`src/rtl/ghp_pkg.sv`:
```
package ghp_pkg;

	localparam int HANDLE_W = 64;
	localparam int GEN_W    = 16;
	localparam int GEN_LSB  = 48;
	localparam int COUNT_W  = 32;
	localparam int OP_W     = 3;
	localparam int STAT_W   = 3;

	typedef enum logic [OP_W-1:0] {
		OP_ALLOC    = 3'd0,
		OP_VALIDATE = 3'd1,
		OP_INC      = 3'd2,
		OP_DEC      = 3'd3,
		OP_RELEASE  = 3'd4
	} op_t;

	typedef enum logic [STAT_W-1:0] {
		STAT_OK        = 3'd0,
		STAT_BAD_SLOT  = 3'd1,
		STAT_STALE     = 3'd2,
		STAT_INACTIVE  = 3'd3,
		STAT_FULL      = 3'd4,
		STAT_COUNT_MAX = 3'd5
	} status_t;

	// commands from the controller to the datapath
	typedef struct packed {
		logic capture;   // request accepted: decode it and read the slot entry
		logic execute;   // update the entry and load the result register
	} ghp_cmd_t;

endpackage

```
`src/rtl/ghp_ctrl.sv`:
```
module ghp_ctrl
	import ghp_pkg::*;
(
	input  logic     clk,
	input  logic     arst_n,
	input  logic     in_valid,
	output logic     in_stall,
	output logic     out_valid,
	input  logic     out_stall,
	output ghp_cmd_t cmd
);

	typedef enum logic [1:0] {
		ST_IDLE = 2'b01,
		ST_EXEC = 2'b10
	} state_t;

	state_t state_q;
	state_t state_nxt;
	logic   out_valid_q;
	logic   take;

	// take a request only when idle and the result register is free by the next edge
	assign in_stall = !((state_q == ST_IDLE) && (!out_valid_q || !out_stall));
	assign take     = in_valid && !in_stall;

	assign cmd.capture = take;
	assign cmd.execute = (state_q == ST_EXEC);
	assign out_valid   = out_valid_q;

	// advance between decode/read and read-modify-write
	always_comb begin
		state_nxt = state_q;
		unique case (state_q)
			ST_IDLE: begin
				if (take) state_nxt = ST_EXEC;
			end
			ST_EXEC: begin
				state_nxt = ST_IDLE;
			end
			default: begin
				state_nxt = ST_IDLE;
			end
		endcase
	end

	always_ff @(posedge clk or negedge arst_n) begin
		if (!arst_n) begin
			state_q     <= ST_IDLE;
			out_valid_q <= 1'b0;
		end else begin
			state_q <= state_nxt;
			// hold the result until the receiver takes it
			if (cmd.execute) begin
				out_valid_q <= 1'b1;
			end else if (out_valid_q && !out_stall) begin
				out_valid_q <= 1'b0;
			end
		end
	end

endmodule

```
`config.mk`:
```
export PLATFORM = sky130hd
export DESIGN_NAME = ghp_ctrl
export DESIGN_NICKNAME = d
export VERILOG_FILES = /design/src/rtl/ghp_pkg.sv /design/src/rtl/ghp_ctrl.sv
export SDC_FILE = /design/constraint.sdc
export NUM_CORES = 1
export LEC_CHECK = 0
export ABC_AREA = 1
export BUFFER_PORTS_ARGS = -buffer_cell sky130_fd_sc_hd__buf_2
export CORE_AREA = 2 2 39 41
export DETAILED_ROUTE_END_ITERATION = 10
export DIE_AREA = 0 0 41 43
export GPL_TIMING_DRIVEN = 0
export SYNTH_ARGS = -nofsm -noshare
export SYNTH_HDL_FRONTEND = slang
export SYNTH_SLANG_ARGS = --single-unit
```
`constraint.sdc`:
```
create_clock -name clk -period 1.1 [get_ports clk]
set_clock_uncertainty 0.15 [all_clocks]
set_input_delay 0.055 -clock clk [delete_from_list [all_inputs] [get_ports clk]]
set_output_delay 0.055 -clock clk [all_outputs]
set_load 0.005 [all_outputs]
```
==> results of run 1 <==
-- synth_stat cells --
cell type	count
buf_4	1
dfrtp_1	2
dfstp_2	1
inv_1	1
inv_2	1
nand2_1	1
nand3_2	1
nand4_1	1
nor2_1	3
o21ai_0	1
-- kinds of logic (layout without fill, tap and decap cells) --
kind of cell           after synthesis  after routing  synth area share
and+or+nand+nor                      6              6            0.2451
DFF                                  3              3            0.5981
buffers and inverters                3             17            0.1176
AOI/OAI and AO/OA                    1              1           0.03918
-- where the power goes --
part           internal (uW)  switching, uW  leakage [uW]
sequential               132           8.75     0.0000368
combinational           46.3           43.0     0.0000733
clock                    136           58.4     0.0000150
-- routing by layer --
| layer | GRT usage | wire [um] | part of all wire |
|---|---|---|---|
| met5 | 0 | 0 | 0 |
| met4 | 0.06000 | 9 | 0.026 |
| met3 | 0.04712 | 33 | 0.097 |
| met2 | 0.07813 | 189 | 0.56 |
| met1 | 0.02265 | 109 | 0.32 |
-- cell type report --
class / count / area [um^2] / share of cell area
flip-flops and latches: 3 / 76.32 / 0.3194
repair buffers: 11 / 72.57 / 0.3037
inverters: 2 / 7.507 / 0.03141
clock buffers: 4 / 26.28 / 0.1099
well taps: 16 / 20.02 / 0.08377
multi-input cells: 7 / 36.28 / 0.1518
-- metrics by stage --
stage / cells / utilization / cell area (um^2) / hold slack (ns) / total power [uW]
after floorplan: 13 / - / 127.6 / -0.3906 / 186.9
after global routing: 43 / 0.1727 / 239.0 / -0.02615 / 451.7
after detailed placement: 36 / 0.1320 / 182.7 / -0.2971 / 222.8
final: 43 / 0.1727 / 239.0 / -0.03809 / 424.6
after CTS: 43 / 0.1727 / 239.0 / -0.04664 / 435.3
after global placement: 36 / 0.1320 / 182.7 / -0.2987 / 220.5
-- sequential cells by signal, summed over array words and instances (netlist names) --
register,flops
out_valid,1
state_q,2
-- worst paths after layout --
path,end,slack (ns),cells after the start
worst max-delay path,cmd[1],-0.15,3
worst min-delay path,state_q[0],-0.04,3
worst max register to register,out_valid,0.10,2
worst min register to register,state_q[0],0.35,2
max in group asynchronous,state_q[1],0.12,3
min in group asynchronous,state_q[0],0.14,2
-- what timing repair did --
item / 4_1_cts / 5_1_grt
pin swaps: 2 / 1
hold endpoints to repair: 6 / 2
setup endpoints to repair: 3 / 3
buffers inserted: 1 / 0
cloned: 0 / 0
-- tightest hold or removal path: stages --
cell,delay (ns)
buf_2,0.07
nand2_1,0.09
nand4_1,0.09
-- placed cells by master, fill, tap and decap left out, drive strengths merged --
master	Yosys	final
buf	1	8
clkbuf	0	4
dfrtp	2	2
dfstp	1	1
dlygate4sd3	0	3
inv	2	2
nand2	1	1
nand3	1	1
nand4	1	1
nor2	3	3
o21ai	1	1
==> parameters.txt, run 1 <==
Parameter                              Value

Floorplanning
  Initial cell density of the core    0.09222
  Floorplan die height    43 um
  Die footprint    1763 um^2
  Standard cell core area    1384 um^2
  Number of top-level pins    8
  Die X-Extent    41 um
  Count of standard-cell rows    14

Power
  Power Dens Cells    1777 nW/um^2
  Peak supply drop    258.3 uV
  Pleak    0.0001251 uW

Layout
  Number of fill cells    ~160
  # diodes    0
  Final net count    32
  Area Growth Syn to Fin    87.26%
  Layout cell share with drive strength beyond 1    0.5185

STA
  Final setup vio count    3
  Final TNS setup    -0.3663 ns
  Fin crit share    1.135
  Number of pins with negative max-slew slack in the final report    0
  Post-route setup slack    -0.1484 ns
  Final hold viol count    2
  Smallest hold slack    -0.03809 ns
  Actual slew at the worst max-slew pin    0.1651 ns
  Final min period    1.248 ns
  Worst slew margin relative to its limit    0.8888
  Setup repair after global routing missed its margin    yes
  Peak clock frequency supported by timing    801.0 MHz

Global routing
  Number of global-route vias before repair    158
  Grt ovf    0
  First-pass GRT wire length    489 um
  Maximum number of pins on one net before global-route repair    5
  Total global routing track utilization    0.05030
  Number of antenna violations at the first check in global routing    0

Worst setup path
  Reg2reg start    state_q[0]
  Family of cells with the greatest summed delay on the critical path    flip-flops
  Critical path data required time    0.89 ns
  Endpoint class of the critical path    primary output
  Crit Path Category    flip-flop to primary output
  Crit path max-delay cell type    dfstp_2
  Data arrival time of the critical path    1.04 ns
  Combined buffer and inverter count along the critical path    1
  Critical Path Start Type    flip-flop
  Largest stage delay on the critical path    0.53 ns
  Critical-path maximum fanout    3
  Cells traversed along the worst timing path    nand3_2 -> nor2_1 -> buf_2
  Launching element of the worst setup path    state_q[0]

Run status
  Violations in the final reports    negative hold slack, negative setup slack
  Result of the run    finished, violations left

Worst hold path
  HP Start    out_stall
  Hold crit path type    input pin to flip-flop

Synth
  Cell area after technology mapping    between 100 and 150 um^2
  Most area-hungry cell type in the Yosys netlist    dfrtp_1
  Total number of yosys warnings    0
  Distinct cell type count after synthesis    10
  Number of synthesized register bits    3
  Share of the yosys chip area belonging to registers    0.5980
  Top-area cell type share of the netlist area    0.3922
  Synth Instances    13
  Net count after synthesis    17
  Leading cell types by total area after synthesis    dfrtp_1 (39%), dfstp_2 (21%), nor2_1 (8.8%)
  Mean instance size in the synthesized netlist    9.817 um^2

Clock tree
  Maximum root-to-sink buffer count    2
  CTS sink count    3
  Clk_lat worst skew    between 0.2 and 0.25 ns
  Hold-fix buffers at CTS    3
  Total CTS buffers    3
  H-tree Lvls    1
  TritonCTS clock tree    yes
  Root buffer cell    clkbuf_4
  # resized after CTS    0
  CTS clock-pin slew for the worst setup and hold paths    0.03 ns

Placed design
  Final HPWL DP    214.8 um
  Setup slack after placement    -0.02297 ns
  I/O Buffers    7
  Global placer's final weighted congestion    0.5555

Drt
  Violation count after the first detailed-route iteration    2
  Via count    139
  Remaining antenna violation count after routing    0
  Detailed-route vias per instance    3.233
  Final routed DRC violation total    0
  Detailed Route WL    340 um
  Avg WL per Cell    7.907 um
  Number of iterations in the first detailed-routing pass    2

Job
  Maxcap violations    0
Note: power is estimated with default switching activity, not from simulation.
==> run 2: changes to the inputs <==
--- a/config.mk
+++ b/config.mk
@@ -7,10 +7,13 @@
 export LEC_CHECK = 0
 export ABC_AREA = 1
 export BUFFER_PORTS_ARGS = -buffer_cell sky130_fd_sc_hd__buf_2
+export CELL_PAD_IN_SITES_DETAIL_PLACEMENT = 0
+export CELL_PAD_IN_SITES_GLOBAL_PLACEMENT = 1
 export CORE_AREA = 2 2 39 41
 export DETAILED_ROUTE_END_ITERATION = 10
 export DIE_AREA = 0 0 41 43
 export GPL_TIMING_DRIVEN = 0
+export PLACE_DENSITY = 0.44
 export SYNTH_ARGS = -nofsm -noshare
 export SYNTH_HDL_FRONTEND = slang
 export SYNTH_SLANG_ARGS = --single-unit
==> parameters.txt, run 2 (synthesis gave the netlist of run 1 again) <==
Parameter                              Value

Clock tree
  Total CTS buffers    3 (unchanged)
  Clk_lat worst skew    0.23 ns (about the same)
  CTS clock-pin slew for the worst setup and hold paths    0.04 ns (about the same)
  CTS sink count    3 (unchanged)
  TritonCTS clock tree    yes
  Maximum root-to-sink buffer count    2 (unchanged)
  Root buffer cell    clkbuf_4
  Hold-fix buffers at CTS    2 (-1)
  H-tree Lvls    1 (unchanged)

STA
  Number of pins with negative max-slew slack in the final report    0 (unchanged)
  Smallest hold slack    -0.03670 ns (+0.001387 ns)
  Setup repair after global routing missed its margin    yes
  Fin crit share    1.181 (+0.04651)
  Peak clock frequency supported by timing    769.5 MHz (-3.9%)
  Final setup vio count    3 (unchanged)
  Actual slew at the worst max-slew pin    0.1316 ns (-0.03349 ns)
  Post-route setup slack    -0.1995 ns (-0.05117 ns)
  Worst slew margin relative to its limit    0.9113 (+0.02256)
  Final hold viol count    2 (unchanged)
  Final min period    1.300 ns (+0.05117 ns)

Power
  Switching share of power    0.2508 (-0.008583)
  Power Dens Cells    1806 nW/um^2 (+1.6%)
  Switching power    116.2 uW (+5.5%)
  Sequential power share    0.308 (-0.024)
  Cell-internal power    347.0 uW (+10%)
  Part of the power in combinational logic    0.281 (+0.071)
  Relative contribution of the clock network to total power    0.411 (-0.047)
  Peak supply drop    469.8 uV (+82%)
  Pleak    0.0001334 uW (+6.6%)

Global routing
  GRT met2 Usage    0.04688 (-0.03125)
  GR met3 Demand/Resource    0.06283 (+0.01571)
  Total global routing track utilization    0.06036 (+0.01006)
  Maximum number of pins on one net before global-route repair    5 (unchanged)
  Number of global-route vias before repair    156 (-1.3%)
  Number of antenna violations at the first check in global routing    0 (unchanged)
  First-pass GRT wire length    586 um (+20%)
  Grt ovf    0 (unchanged)
  Global-route track usage on met1    0.06796 (+0.04531)
  Highest-utilization routing layer at the global route stage    met4

Layout
  Final instance count without filler cells    44 (+2.3%)
  Max reg flops    2 (unchanged)
  Commonest cells after routing, fill and taps aside    buf_2 (6), clkbuf_4 (3)
  Layout cell share with drive strength beyond 1    0.6071 (+0.08862)
  Area Growth Syn to Fin    101.0%
  # diodes    0 (unchanged)
  Most common cell after layout, fill and taps aside    buf_2
  Final net count    33 (+3.1%)
  Register with the highest flop count    state_q

Floorplanning
  Count of standard-cell rows    14 (unchanged)
  Initial cell density of the core    0.09222 (unchanged)
  Die footprint    1763 um^2 (unchanged)
  Number of top-level pins    8 (unchanged)
  Floorplan die height    43 um (unchanged)
  Standard cell core area    1384 um^2 (unchanged)
  Die X-Extent    41 um (unchanged)

Worst setup path
  Critical path data required time    0.89 ns (about the same)
  Critical Path Start Type    flip-flop
  Crit Path Category    flip-flop to primary output
  Number of cells on the worst reg-to-reg path    3 (+1)
  Data arrival time of the critical path    1.09 ns (+0.05 ns)
  Endpoint class of the critical path    primary output
  Critical-path maximum fanout    3 (unchanged)

Job
  Maxcap violations    0 (unchanged)

Drt
  Detailed Route WL    328 um (-3.5%)
  Remaining antenna violation count after routing    0 (unchanged)
  Via count    141 (+1.4%)
  Detailed-route vias per instance    3.205 (-0.87%)
  Violation count after the first detailed-route iteration    1 (-1)
  Avg WL per Cell    7.455 um (-5.7%)
  Number of iterations in the first detailed-routing pass    2 (unchanged)
  Final routed DRC violation total    0 (unchanged)

Placed design
  Instance count after placement with tap cells included    36 (unchanged)
  Final HPWL DP    223 um (+3.8%)
  Global placer's final weighted congestion    0.5493 (-1.1%)
  I/O Buffers    7 (unchanged)

Run status
  Violations in the final reports    negative hold slack, negative setup slack
  Result of the run    finished, violations left

Worst hold path
  Hold crit path type    input pin to flip-flop
  Number of stages on the worst hold path    3 (unchanged)
run 2: metal layers:
layer  wire length (um)  part of all wire
met1                178              0.54
met2                105              0.32
met3                 35              0.11
met4                  9             0.027
met5                  0                 0
run 2: stage by stage:
| step | utilization | worst slack, ns | TNS [ns] | power (uW) | area, um^2 |
|---|---|---|---|---|---|
| 5_1_grt | 0.1854 | -0.2400 | -0.6498 | 504.8 | 256.5 |
| 4_1_cts | 0.1727 | -0.2141 | -0.4928 | 458.7 | 239.0 |
| 6_report | 0.1854 | -0.1995 | -0.5028 | 463.2 | 256.5 |
| 3_3_place_gp | 0.1320 | -0.02083 | -0.02083 | 220.1 | 182.7 |
| 3_5_place_dp | 0.1320 | -0.02653 | -0.02653 | 222.9 | 182.7 |
| 2_1_floorplan | - | 0.07408 | 0 | 186.9 | 127.6 |
run 2: layout make-up:
cell class                 count  area, um^2
multi-input combinational      7       38.79
fill                         153        1127
sequential                     3       76.32
tap                           16       20.02
timing repair buffer          12       87.58
inverter                       2       7.507
clock buffer                   4       26.28
run 2: worst max-delay path, cell delays in order (launching register included):
cell	delay [ns]
dfstp_2	0.54
nand3_2	0.09
buf_6	0.13
buf_6	0.10
run 2: power by group through the flow:
stage / combinational (uW) / sequential, uW / clock, uW
floorplan: 42.9 / 144 / 0
global placement: 76.4 / 144 / 0
detailed placement: 77.9 / 145 / 0
CTS: 111 / 144 / 204
global route: 144 / 145 / 216
finish: 130 / 143 / 190
run 2: timing repair:
item                                    in CTS  in global routing
endpoints found under the setup margin       3                  4
resized for setup                            2                  1
pin swaps                                    2                  1
buffers inserted                             1                  2
hold endpoints to repair                     6                  1
run 2: path summary, 6_finish.rpt:
check,end,slack [ns],start
hold / removal,state_q[0],-0.04,out_stall
max in group asynchronous,state_q[0],0.60,arst_n
min in group asynchronous,state_q[1],0.01,arst_n
hold reg to reg,state_q[0],0.34,state_q[1]
setup reg to reg,state_q[1],0.05,state_q[0]
setup / recovery,in_stall,-0.20,state_q[0]
